$ cat config.mk
export PLATFORM = sky130hd
export DESIGN_NAME = mtuc_ctrl
export DESIGN_NICKNAME = d
export VERILOG_FILES = /design/src/mtuc_pkg.sv /design/src/mtuc_ctrl.sv
export SDC_FILE = /design/constraint.sdc
export NUM_CORES = 1
export LEC_CHECK = 0
export BUFFER_PORTS_ARGS = -buffer_cell sky130_fd_sc_hd__buf_2
export CAP_MARGIN = 5
export CORE_MARGIN = 4
export CORE_UTILIZATION = 44
export DETAILED_ROUTE_END_ITERATION = 6
export PLACE_DENSITY = 0.76
export SLEW_MARGIN = 10
export SYNTH_ARGS = -nofsm -noshare
export SYNTH_HDL_FRONTEND = slang
export SYNTH_SLANG_ARGS = --single-unit
$ cat constraint.sdc
create_clock -name clk -period 1.58 [get_ports clk]
set_clock_uncertainty 0.2 [all_clocks]
set_input_delay 0.158 -clock clk [delete_from_list [all_inputs] [get_ports clk]]
set_output_delay 0.158 -clock clk [all_outputs]
set_load 0.02 [all_outputs]
$ cat src/mtuc_pkg.sv
// Shared types, constants and MD5 tables for the Merkle tree update and compare unit.
`default_nettype none
package mtuc_pkg;

	localparam int LEVELS_DEF = 4;
	localparam int HASH_W     = 128;

	// result status codes
	localparam logic [1:0] STAT_BYTE = 2'd0;
	localparam logic [1:0] STAT_LEAF = 2'd1;
	localparam logic [1:0] STAT_CMP  = 2'd2;
	localparam logic [1:0] STAT_ERR  = 2'd3;

	// configuration register indexes
	localparam logic REG_USED  = 1'b0;
	localparam logic REG_BYTES = 1'b1;

	localparam logic [3:0]  USED_RST  = 4'd8;
	localparam logic [15:0] BYTES_RST = 16'd1024;

	// chaining words, word 0 in the lowest bits
	localparam logic [HASH_W-1:0] MD5_INIT =
		{32'h10325476, 32'h98badcfe, 32'hefcdab89, 32'h67452301};

	localparam logic [31:0] MD5_K [64] = '{
		32'hd76aa478, 32'he8c7b756, 32'h242070db, 32'hc1bdceee,
		32'hf57c0faf, 32'h4787c62a, 32'ha8304613, 32'hfd469501,
		32'h698098d8, 32'h8b44f7af, 32'hffff5bb1, 32'h895cd7be,
		32'h6b901122, 32'hfd987193, 32'ha679438e, 32'h49b40821,
		32'hf61e2562, 32'hc040b340, 32'h265e5a51, 32'he9b6c7aa,
		32'hd62f105d, 32'h02441453, 32'hd8a1e681, 32'he7d3fbc8,
		32'h21e1cde6, 32'hc33707d6, 32'hf4d50d87, 32'h455a14ed,
		32'ha9e3e905, 32'hfcefa3f8, 32'h676f02d9, 32'h8d2a4c8a,
		32'hfffa3942, 32'h8771f681, 32'h6d9d6122, 32'hfde5380c,
		32'ha4beea44, 32'h4bdecfa9, 32'hf6bb4b60, 32'hbebfbc70,
		32'h289b7ec6, 32'heaa127fa, 32'hd4ef3085, 32'h04881d05,
		32'hd9d4d039, 32'he6db99e5, 32'h1fa27cf8, 32'hc4ac5665,
		32'hf4292244, 32'h432aff97, 32'hab9423a7, 32'hfc93a039,
		32'h655b59c3, 32'h8f0ccc92, 32'hffeff47d, 32'h85845dd1,
		32'h6fa87e4f, 32'hfe2ce6e0, 32'ha3014314, 32'h4e0811a1,
		32'hf7537e82, 32'hbd3af235, 32'h2ad7d2bb, 32'heb86d391
	};

	localparam logic [4:0] MD5_S [16] = '{
		5'd7, 5'd12, 5'd17, 5'd22, 5'd5, 5'd9, 5'd14, 5'd20,
		5'd4, 5'd11, 5'd16, 5'd23, 5'd6, 5'd10, 5'd15, 5'd21
	};

	typedef enum logic [1:0] {CORE_IDLE, CORE_INIT, CORE_START, CORE_START_INIT} core_op_t;
	typedef enum logic [2:0] {BUF_HOLD, BUF_BYTE, BUF_PAD, BUF_LEN, BUF_CLRLEN,
		BUF_PAIR} buf_op_t;
	typedef enum logic {RD_PATH, RD_CMP} rd_op_t;
	typedef enum logic [1:0] {WR_NONE, WR_LEAF, WR_DIG, WR_COPY} wr_op_t;
	typedef enum logic [2:0] {NODE_HOLD, NODE_ROOT, NODE_LEAFPAR, NODE_UP, NODE_LEFT,
		NODE_NEXT} node_op_t;

	// controller to datapath
	typedef struct packed {
		logic       in_take;
		logic       byte_step;
		core_op_t   core_op;
		buf_op_t    buf_op;
		rd_op_t     rd_op;
		wr_op_t     wr_op;
		node_op_t   node_op;
		logic       stream_done;
		logic       res_wr;
		logic [1:0] res_status;
		logic       res_leaf;
		logic       out_load;
	} cmd_t;

	// datapath to controller
	typedef struct packed {
		logic is_cmp;
		logic bad;
		logic chunk_full;
		logic done_now;
		logic done_q;
		logic pad_two;
		logic pair_ok;
		logic copy_ok;
		logic node_top;
		logic node_odd;
		logic node_leaf;
		logic differ;
		logic core_busy;
		logic out_free;
	} sts_t;

	// message word used by round r
	function automatic logic [3:0] md5_word_idx(input logic [5:0] r);
		logic [3:0] g;
		unique case (r[5:4])
			2'd0: g = r[3:0];
			2'd1: g = 4'(r[3:0] * 4'd5 + 4'd1);
			2'd2: g = 4'(r[3:0] * 4'd3 + 4'd5);
			default: g = 4'(r[3:0] * 4'd7);
		endcase
		return g;
	endfunction

endpackage
`default_nettype wire

$ cat src/mtuc_ctrl.sv
// Controller state machine sequencing bytes, leaf finish, path rehash and compare walk.
`default_nettype none
module mtuc_ctrl (
	input  wire logic           clk,
	input  wire logic           arst_n,
	input  wire logic           s_tvalid,
	input  wire mtuc_pkg::sts_t sts,
	output mtuc_pkg::cmd_t      cmd
);

	localparam logic [4:0] ST_IDLE   = 5'd0;
	localparam logic [4:0] ST_RESP   = 5'd1;
	localparam logic [4:0] ST_BYTE   = 5'd2;
	localparam logic [4:0] ST_CHUNKW = 5'd3;
	localparam logic [4:0] ST_PAD    = 5'd4;
	localparam logic [4:0] ST_PADW   = 5'd5;
	localparam logic [4:0] ST_CLRLEN = 5'd6;
	localparam logic [4:0] ST_LEN    = 5'd7;
	localparam logic [4:0] ST_LENW   = 5'd8;
	localparam logic [4:0] ST_LEAF   = 5'd9;
	localparam logic [4:0] ST_PRD    = 5'd10;
	localparam logic [4:0] ST_PDEC   = 5'd11;
	localparam logic [4:0] ST_PWAIT  = 5'd12;
	localparam logic [4:0] ST_PWR    = 5'd13;
	localparam logic [4:0] ST_CRD    = 5'd14;
	localparam logic [4:0] ST_CCMP   = 5'd15;
	localparam logic [4:0] ST_CUP    = 5'd16;

	logic [4:0] state_q, state_d;

	always_comb begin
		cmd            = '0;
		cmd.core_op    = mtuc_pkg::CORE_IDLE;
		cmd.buf_op     = mtuc_pkg::BUF_HOLD;
		cmd.rd_op      = mtuc_pkg::RD_PATH;
		cmd.wr_op      = mtuc_pkg::WR_NONE;
		cmd.node_op    = mtuc_pkg::NODE_HOLD;
		cmd.res_status = mtuc_pkg::STAT_BYTE;
		state_d        = state_q;
		unique case (state_q)
			ST_IDLE: begin
				cmd.in_take = 1'b1;
				if (s_tvalid) begin
					state_d = ST_BYTE;
				end
			end
			// hand the result over and take the next transfer at once
			ST_RESP: begin
				if (sts.out_free) begin
					cmd.out_load = 1'b1;
					cmd.in_take  = 1'b1;
					state_d      = s_tvalid ? ST_BYTE : ST_IDLE;
				end
			end
			ST_BYTE: begin
				priority if (sts.is_cmp) begin
					cmd.node_op = mtuc_pkg::NODE_ROOT;
					state_d     = ST_CRD;
				end else if (sts.bad) begin
					cmd.res_wr     = 1'b1;
					cmd.res_status = mtuc_pkg::STAT_ERR;
					state_d        = ST_RESP;
				end else begin
					cmd.byte_step = 1'b1;
					cmd.buf_op    = mtuc_pkg::BUF_BYTE;
					priority if (sts.chunk_full) begin
						cmd.core_op = mtuc_pkg::CORE_START;
						state_d     = ST_CHUNKW;
					end else if (sts.done_now) begin
						state_d = ST_PAD;
					end else begin
						cmd.res_wr = 1'b1;
						state_d    = ST_RESP;
					end
				end
			end
			ST_CHUNKW: begin
				if (!sts.core_busy) begin
					if (sts.done_q) begin
						state_d = ST_PAD;
					end else begin
						cmd.res_wr = 1'b1;
						state_d    = ST_RESP;
					end
				end
			end
			// close the block: padding, optional extra chunk, length chunk
			ST_PAD: begin
				cmd.buf_op = mtuc_pkg::BUF_PAD;
				if (sts.pad_two) begin
					cmd.core_op = mtuc_pkg::CORE_START;
					state_d     = ST_PADW;
				end else begin
					state_d = ST_LEN;
				end
			end
			ST_PADW: begin
				if (!sts.core_busy) begin
					state_d = ST_CLRLEN;
				end
			end
			ST_CLRLEN: begin
				cmd.buf_op  = mtuc_pkg::BUF_CLRLEN;
				cmd.core_op = mtuc_pkg::CORE_START;
				state_d     = ST_LENW;
			end
			ST_LEN: begin
				cmd.buf_op  = mtuc_pkg::BUF_LEN;
				cmd.core_op = mtuc_pkg::CORE_START;
				state_d     = ST_LENW;
			end
			ST_LENW: begin
				if (!sts.core_busy) begin
					state_d = ST_LEAF;
				end
			end
			ST_LEAF: begin
				cmd.wr_op   = mtuc_pkg::WR_LEAF;
				cmd.node_op = mtuc_pkg::NODE_LEAFPAR;
				state_d     = ST_PRD;
			end
			// rehash the path one ancestor at a time
			ST_PRD: begin
				state_d = ST_PDEC;
			end
			ST_PDEC: begin
				if (sts.pair_ok) begin
					cmd.buf_op  = mtuc_pkg::BUF_PAIR;
					cmd.core_op = mtuc_pkg::CORE_START_INIT;
					state_d     = ST_PWAIT;
				end else begin
					if (sts.copy_ok) begin
						cmd.wr_op = mtuc_pkg::WR_COPY;
					end
					cmd.node_op = mtuc_pkg::NODE_UP;
					if (sts.node_top) begin
						cmd.stream_done = 1'b1;
						cmd.res_wr      = 1'b1;
						cmd.res_status  = mtuc_pkg::STAT_LEAF;
						state_d         = ST_RESP;
					end else begin
						state_d = ST_PRD;
					end
				end
			end
			ST_PWAIT: begin
				if (!sts.core_busy) begin
					state_d = ST_PWR;
				end
			end
			ST_PWR: begin
				cmd.wr_op   = mtuc_pkg::WR_DIG;
				cmd.node_op = mtuc_pkg::NODE_UP;
				if (sts.node_top) begin
					cmd.stream_done = 1'b1;
					cmd.res_wr      = 1'b1;
					cmd.res_status  = mtuc_pkg::STAT_LEAF;
					state_d         = ST_RESP;
				end else begin
					state_d = ST_PRD;
				end
			end
			// depth-first walk for the leftmost differing leaf
			ST_CRD: begin
				cmd.rd_op = mtuc_pkg::RD_CMP;
				state_d   = ST_CCMP;
			end
			ST_CCMP: begin
				cmd.rd_op = mtuc_pkg::RD_CMP;
				priority if (sts.differ && sts.node_leaf) begin
					cmd.res_wr     = 1'b1;
					cmd.res_status = mtuc_pkg::STAT_CMP;
					cmd.res_leaf   = 1'b1;
					state_d        = ST_RESP;
				end else if (sts.differ) begin
					cmd.node_op = mtuc_pkg::NODE_LEFT;
					state_d     = ST_CRD;
				end else begin
					state_d = ST_CUP;
				end
			end
			ST_CUP: begin
				cmd.rd_op = mtuc_pkg::RD_CMP;
				priority if (sts.node_top) begin
					cmd.res_wr     = 1'b1;
					cmd.res_status = mtuc_pkg::STAT_CMP;
					state_d        = ST_RESP;
				end else if (sts.node_odd) begin
					cmd.node_op = mtuc_pkg::NODE_UP;
				end else begin
					cmd.node_op = mtuc_pkg::NODE_NEXT;
					state_d     = ST_CRD;
				end
			end
			default: begin
				state_d = ST_IDLE;
			end
		endcase
	end

	// state register
	always_ff @(posedge clk or negedge arst_n) begin
		if (!arst_n) begin
			state_q <= ST_IDLE;
		end else begin
			state_q <= state_d;
		end
	end

endmodule
`default_nettype wire

==> results of run 1 <==
-- cells by family after synthesis --
| family | Yosys count | synth area share |
|---|---|---|
| AND/OR/NAND/NOR | 72 | 0.468 |
| AO/OA/AOI/OAI | 39 | 0.287 |
| buffers and inverters | 13 | 0.0791 |
| flip-flops | 5 | 0.134 |
| multiplexers | 2 | 0.0228 |
| XOR/XNOR | 1 | 0.00939 |
-- per-stage QoR --
| step | utilization | cell area, um2 | worst slack (ps) |
|---|---|---|---|
| CTS | 0.911 | 1810 | -403 |
| detailed placement | 0.699 | 1390 | -247 |
| global placement | 0.699 | 1390 | -207 |
| floorplan | - | 996 | -111 |
-- timing repair --
item,CTS
hold endpoints to repair,7
hold buffers,3
resized for setup,62
endpoints found under the setup margin,24
buffers inserted,22
pin swaps,13
==> impl_results.md, run 1 <==
- Status: aborted with a tool error
- Last stage reached: global routing (5_1_grt)
- Tool error: [ERROR DPL-0038] Utilization greater than 100%, impossible to legalize
- Kind of endpoint with the least setup slack: primary output
- Count of distinct cell types in the synthesized netlist: 51
- TritonCTS Buffers: 3
- Number of synthesis warnings: 0
- Leading cell type by number of instances after synthesis: nand2_1
- Net count after synthesis: 149
- Top cells by area, synth: dfrtp_1 (13%), a21oi_1 (5.4%), nor2b_1 (5.4%)
- Number of clock sinks: 5
- Syn Area/Cell: 7.07 um2
- Number of input and output port buffers inserted: 35
- DP HPWL: 2800 um
- Most common library cells after synthesis: nand2_1 (12), a21oi_1 (10), nor2_1 (10)
- GRT repair_timing worst endpoint: cmd[7]
- Initial standard-cell utilization of the core: 0.471
- DIE WIDTH: 54.1 um
- Floorplan row count: 16
- Synth async-reset ratio: 1.00
- Number of H-tree levels: 1
- Most instantiated flip-flop cell in the synthesis netlist: dfrtp_1
- Flops & latches, synth: 5
- Cell Area, Synth: 933 um2
- Longest Clk Path Bufs: 2
- Placer congestion estimate: 0.938
- Post-placement cell count: 218
- Cell taking the most area after synthesis: dfrtp_1
- Sequential area share after synthesis: 0.134
- Maximum number of pins on one net before global-route repair: 12
- Post-synth top area share: 0.134
- Clk root buf: clkbuf_4
- Post-synthesis instance total: 132
- Boundary pin count: 36
- Count of flip-flops with a built-in enable after synthesis: 0
- Die H: 54.1 um
==> run 2: changes to the inputs <==
--- a/config.mk
+++ b/config.mk
@@ -7,10 +7,10 @@
 export LEC_CHECK = 0
 export BUFFER_PORTS_ARGS = -buffer_cell sky130_fd_sc_hd__buf_2
 export CAP_MARGIN = 5
-export CORE_MARGIN = 4
-export CORE_UTILIZATION = 44
+export CORE_AREA = 4 4 65 67
 export DETAILED_ROUTE_END_ITERATION = 6
-export PLACE_DENSITY = 0.76
+export DIE_AREA = 0 0 69 71
+export PLACE_DENSITY_LB_ADDON = 0.15
 export SLEW_MARGIN = 10
 export SYNTH_ARGS = -nofsm -noshare
 export SYNTH_HDL_FRONTEND = slang
==> constraint.sdc (replaced) <==
create_clock -name clk -period 2.05 [get_ports clk]
set_clock_uncertainty 0.2 [all_clocks]
set_input_delay 0.205 -clock clk [delete_from_list [all_inputs] [get_ports clk]]
set_output_delay 0.205 -clock clk [all_outputs]
set_load 0.02 [all_outputs]
==> impl_results.md, run 2 <==
- Routed wl met3: 213 um
- Placeable Area: 0.00363 mm2
- Slew at the pin closest to its max-slew limit: 298 ps
- Number of flip-flops under the largest register name: 5
- DIE WIDTH: 69 um
- Power Density: 1270 mW/mm2
- Leakage Power: 0.666 nW
- Commonest cells after routing, fill and taps aside: buf_2 (34), buf_4 (21), nand2_1 (12), a21oi_1 (9)
- Share of final-layout standard cells stronger than drive strength 1: 0.452
- Worst Path Class, Setup: register to output pin
- Total Negative Setup Slacks: 0 ps
- Post-Route WL: 3480 um
- Sequential area share after synthesis: 0.134
- Met2 layer wire length in the routed design: 1690 um
- Clock latency on the worst-skew pair: 220 ps
- Die H: 71 um
- Count of flip-flops with a built-in enable after synthesis: 0
- Synth async-reset ratio: 1.00
- Area of the die: 0.00490 mm2
- Wire length of the first global-routing pass: 5600 um
- Post-synthesis instance total: 132
- Worst stage delay on the critical path: 420 ps
- Register containing the most flip-flops in the final layout: state_q
- Number of input and output port buffers inserted: 35
- Leading cell type by number of instances after synthesis: nand2_1
- Biggest regs: state_q x5
- Via-per-instance ratio: 5.29
- Post-Place Worst Slack: 125 ps
- Number of antenna cells inserted: 0
- R2R depth: 6
- Most common library cells after synthesis: nand2_1 (12), a21oi_1 (10), nor2_1 (10)
- Floorplan row count: 22
- Syn Area/Cell: 7.07 um2
- DP HPWL: 2690 um
- Number of slew-limit violations in the final report: 0
- Number of vias in the routed layout: 1239
- Required time worst endpoint: 1640 ps
- Number of clock sinks: 5
- Crit path launch type: register
- CP top delay family: simple AND/OR/NAND/NOR gates
- Critical path fanouts, max: 15
- Critical Path Slowest Stage Cell: dfrtp_1
- CP arrival: 1570 ps
- Top cells by area, synth: dfrtp_1 (13%), a21oi_1 (5.4%), nor2b_1 (5.4%)
- Boundary pin count: 36
- Vias in the first global route: 1214
- 1st-pass router iterations: 4
- Longest Clk Path Bufs: 2
- Hold Path Depth: 2
- Peak supply drop: 470 uV
- Smallest setup slack after layout: 73.1 ps
- Detailed-route DRC error count: 0
- Initial standard-cell utilization of the core: 0.257
- 1st-iter DRT viols: 59
- CP Buf/Inv Count: 2
- Clock slew seen by the registers of the worst setup and hold paths: 30 ps
- Number of fill cells: 408
- Stages on the worst setup path: 6
- Cell Area, Synth: 933 um2
- Max_cap viols: 0
- TritonCTS Buffers: 3
- Count of distinct cell types in the synthesized netlist: 51
- Max Freq: 506 MHz
- Worst hold-check path type: input pin to register
- Total congestion overflow: 0
- Net count after synthesis: 149
- Number of antenna violations at the first check in global routing: 0
- Post-synth top area share: 0.134
- Most instantiated flip-flop cell in the synthesis netlist: dfrtp_1
- Crit end category: output pin
- Worst-case headroom to the max-slew limit: 0.799
- Post-layout min period: 1980 ps
- Flops & latches, synth: 5
- Placer congestion estimate: 0.933
- Area growth from synthesis to final layout: 51.6%
- Number of routed nets with antenna violations: 0
- Layout net count: 204
- Number of H-tree levels: 1
- GRT Total Usage: 0.135
- Cells along the critical path: buf_12 > nor2_4 > and3_4 > nand3b_1 > o211ai_1 > buf_4
- Maximum number of pins on one net before global-route repair: 16
- Clk root buf: clkbuf_8
- Cell taking the most area after synthesis: dfrtp_1
- Detailed-route wire length per cell: 14.9 um
- Leading cell type in the layout, fill and taps excluded: buf_2
- Status: finished clean
- Final worst path period share: 0.964
- Number of synthesis warnings: 0
- Setup violators final: 0
- CTS tree: yes
- Uppermost metal layer occupied by signal nets: met4
- Met1 layer wirelength in the final routing: 1540 um
- Final hold viol count: 0
## run 2: cell counts after synthesis
No cell type changed its count.
## run 2: timing repair
action,CTS,global route
gates resized for setup,6,13
setup endpoints to repair,8,9
endpoints found under the hold margin,5,0
pin swaps,0,2
setup buffers,0,6
hold buffers,1,0
## run 2: cells by family after synthesis
group / after synthesis / synth area share
xor gates and xnor gates: 1 / 0.00939
DFF: 5 / 0.134
AOI/OAI and AO/OA: 39 / 0.287
buffers and inverters: 13 / 0.0791
muxes: 2 / 0.0228
and+or+nand+nor: 72 / 0.468
## run 2: cell type report
| cell class | count | area [um2] | area share |
|---|---|---|---|
| multi-input cells | 114 | 798 | 0.564 |
| repair buffers | 58 | 363 | 0.256 |
| flip-flops and latches | 5 | 130 | 0.0920 |
| well taps | 48 | 60.1 | 0.0424 |
| clock buffers | 4 | 45.0 | 0.0318 |
| inverters | 5 | 18.8 | 0.0133 |
## run 2: routing by layer
metal | GRT usage | vias to the layer above
met5 | 0 | -
met4 | 0.0390 | 0
met3 | 0.0213 | 6
met2 | 0.226 | 50
met1 | 0.178 | 584
li1 | - | 599
## run 2: per-stage QoR
| stage | area (um2) | utilization | std cells | hold slack (ps) | total power [mW] |
|---|---|---|---|---|---|
| 2_1_floorplan | 933 | - | 132 | -291 | 1.02 |
| 3_3_place_gp | 1250 | 0.343 | 223 | -176 | 1.47 |
| 3_5_place_dp | 1250 | 0.343 | 223 | -177 | 1.46 |
| 4_1_cts | 1320 | 0.364 | 228 | 34.0 | 1.68 |
| 5_1_grt | 1420 | 0.389 | 234 | 28.7 | 1.93 |
| 6_report | 1420 | 0.389 | 234 | 38.5 | 1.79 |
## run 2: path summary, 6_finish.rpt
path	startpoint	to	slack, ps
setup / recovery	state_q[1]$_DFFE_PN0P_	cmd[7]	70
hold / removal	sts[2]	state_q[4]$_DFFE_PN0P_	40
setup reg to reg	state_q[4]$_DFFE_PN0P_	state_q[2]$_DFFE_PN0P_	240
hold reg to reg	state_q[2]$_DFFE_PN0P_	state_q[4]$_DFFE_PN0P_	480
max in group asynchronous	arst_n	state_q[3]$_DFFE_PN0P_	1380
min in group asynchronous	arst_n	state_q[4]$_DFFE_PN0P_	120
## run 2: power breakdown
| part | leakage [nW] | total, mW | internal (mW) | switching, mW |
|---|---|---|---|---|
| clock | 0.0228 | 0.181 | 0.133 | 0.0474 |
| sequential | 0.0589 | 0.226 | 0.143 | 0.0826 |
| combinational | 0.585 | 1.39 | 0.618 | 0.769 |
| total | 0.666 | 1.79 | 0.895 | 0.899 |
(Power assumes the default switching activity.)
==> run 3: changes to the inputs <==
==> constraint.sdc (replaced) <==
create_clock -name clk -period 2.05 [get_ports clk]
set_clock_uncertainty 0.2 [all_clocks]
set_input_delay 0.3075 -clock clk [delete_from_list [all_inputs] [get_ports clk]]
set_output_delay 0.3075 -clock clk [all_outputs]
set_load 0.02 [all_outputs]
==> impl_results.md, run 3 (synthesis gave the netlist of run 2 again) <==
- Status: finished, violations left
- Violations in the final reports: negative setup slack
- Placeable Area: 0.00363 mm2
- Vias in the first global route: 1199
- Number of antenna violations at the first check in global routing: 0
- Die H: 71 um
- CP arrival: 1560 ps
- Post-layout min period: 2070 ps
- Worst Path Class, Setup: register to output pin
- Unrepaired setup endpoints after global routing: yes
- Commonest cells after routing, fill and taps aside: buf_4 (33), buf_2 (25), nand2_1 (12), buf_6 (9)
- Smallest setup slack after layout: -18.4 ps
- Number of fill cells: 388
- Multi-input gate area in the final layout: 846 um2
- Leading cell type in the layout, fill and taps excluded: buf_4
- 1st-pass router iterations: 4
- Number of vias in the routed layout: 1245
- Final worst path period share: 1.01
- Worst-case headroom to the max-slew limit: 0.770
- Number of slew-limit violations in the final report: 0
- Area of the die: 0.00490 mm2
- GRT Total Usage: 0.142
- Max_cap viols: 0
- Detailed-route DRC error count: 0
- Peak supply drop: 462 uV
- Number of routed nets with antenna violations: 0
- Required time worst endpoint: 1540 ps
- Area growth from synthesis to final layout: 69.8%
- Post-Route WL: 3790 um
- TritonCTS Buffers: 3
- Total Negative Setup Slacks: -18.4 ps
- Max Freq: 483 MHz
- Placer congestion estimate: 0.878
- Power Density: 1290 mW/mm2
- Share of final-layout standard cells stronger than drive strength 1: 0.531
- Worst hold-check path type: input pin to register
- Critical path fanouts, max: 8
- Maximum number of pins on one net before global-route repair: 12
- Clock latency on the worst-skew pair: 220 ps
- Setup violators final: 1
- Final hold viol count: 0
- CTS tree: yes
- Crit path launch type: register
- Register containing the most flip-flops in the final layout: state_q
- Biggest regs: state_q x5
- Number of input and output port buffers inserted: 35
- Number of antenna cells inserted: 0
- DIE WIDTH: 69 um
- DP HPWL: 2780 um
- Floorplan row count: 22
- Clock slew seen by the registers of the worst setup and hold paths: 40 ps
- Crit end category: output pin
- Initial standard-cell utilization of the core: 0.257
- Number of clock sinks: 5
- Number of flip-flops under the largest register name: 5
- Area of all placed cells without fillers: 0.00159 mm2
- Leakage Power: 0.735 nW
- Boundary pin count: 36
- Total congestion overflow: 0
- Detailed-route wire length per cell: 15.5 um
- Register cell area after layout: 131 um2
- Via-per-instance ratio: 5.10
- Wire length of the first global-routing pass: 5720 um
- Slew at the pin closest to its max-slew limit: 343 ps
- Placement Cell Area: 0.00124 mm2
- Number of H-tree levels: 1
- Layout net count: 214
- Longest Clk Path Bufs: 2
- Clk root buf: clkbuf_8
- 1st-iter DRT viols: 48
## run 3: cell count changes in the layout (fill, tap and decap cells not counted), sizes merged
cell and delta:
buf +11, clkbuf -1
## run 3: path summary, 6_finish.rpt
check                                         endpoint  cells past startpoint  slack (ps)                   start
min in group asynchronous       state_q[4]$_DFFE_PN0P_                      2         230                  arst_n
max in group asynchronous       state_q[0]$_DFFE_PN0P_                      2        1280                  arst_n
worst min register to register  state_q[0]$_DFFE_PN0P_                      3         580  state_q[0]$_DFFE_PN0P_
worst max register to register  state_q[1]$_DFFE_PN0P_                      6         130  state_q[0]$_DFFE_PN0P_
worst min-delay path            state_q[4]$_DFFE_PN0P_                      2         150                  sts[2]
worst max-delay path                            cmd[7]                      6         -20  state_q[1]$_DFFE_PN0P_
## run 3: where the power goes
group | leakage [nW] | total (mW) | internal [mW] | switching [mW]
Clock | 0.0228 | 0.184 | 0.134 | 0.0502
Sequential | 0.0578 | 0.234 | 0.145 | 0.0889
Combinational | 0.654 | 1.63 | 0.786 | 0.840
## run 3: repair_timing
| item | CTS | global route |
|---|---|---|
| pin swaps | 3 | 10 |
| gates resized for setup | 20 | 32 |
| hold endpoints to repair | 5 | 0 |
| setup buffers | 5 | 10 |
| endpoints found under the setup margin | 15 | 13 |
| hold buffers | 1 | 0 |
## run 3: metrics by stage
stage | worst slack (ps) | util | instances | total power [mW] | hold WS, ps
CTS | -11.4 | 0.386 | 234 | 1.75 | 136
global route | -80.2 | 0.436 | 244 | 2.19 | 144
floorplan | 13.3 | - | 132 | 1.02 | -188
finish | -18.4 | 0.436 | 244 | 2.04 | 152
global placement | 66.3 | 0.342 | 224 | 1.44 | -72.4
detailed placement | 72.8 | 0.342 | 224 | 1.43 | -71.9
## run 3: layout make-up
type	count	share of cell area
timing repair buffer	68	0.305
clock buffer	4	0.0284
inverter	5	0.0118
multi-input combinational	114	0.534
sequential	5	0.0829
tap	48	0.0379
## run 3: metal layers
layer,vias up,part of all wire,GRT usage
li1,613,-,-
met1,588,0.45,0.185
met2,40,0.50,0.235
met3,4,0.038,0.0213
met4,0,0.015,0.0521
met5,-,0,0
## run 3: critical path, stage by stage, from the launching register on
cell and delay (ps):
dfrtp_2 430, buf_6 150, nor2_4 110, and3_4 230
nand3b_1 120, o211ai_1 120, buf_4 170
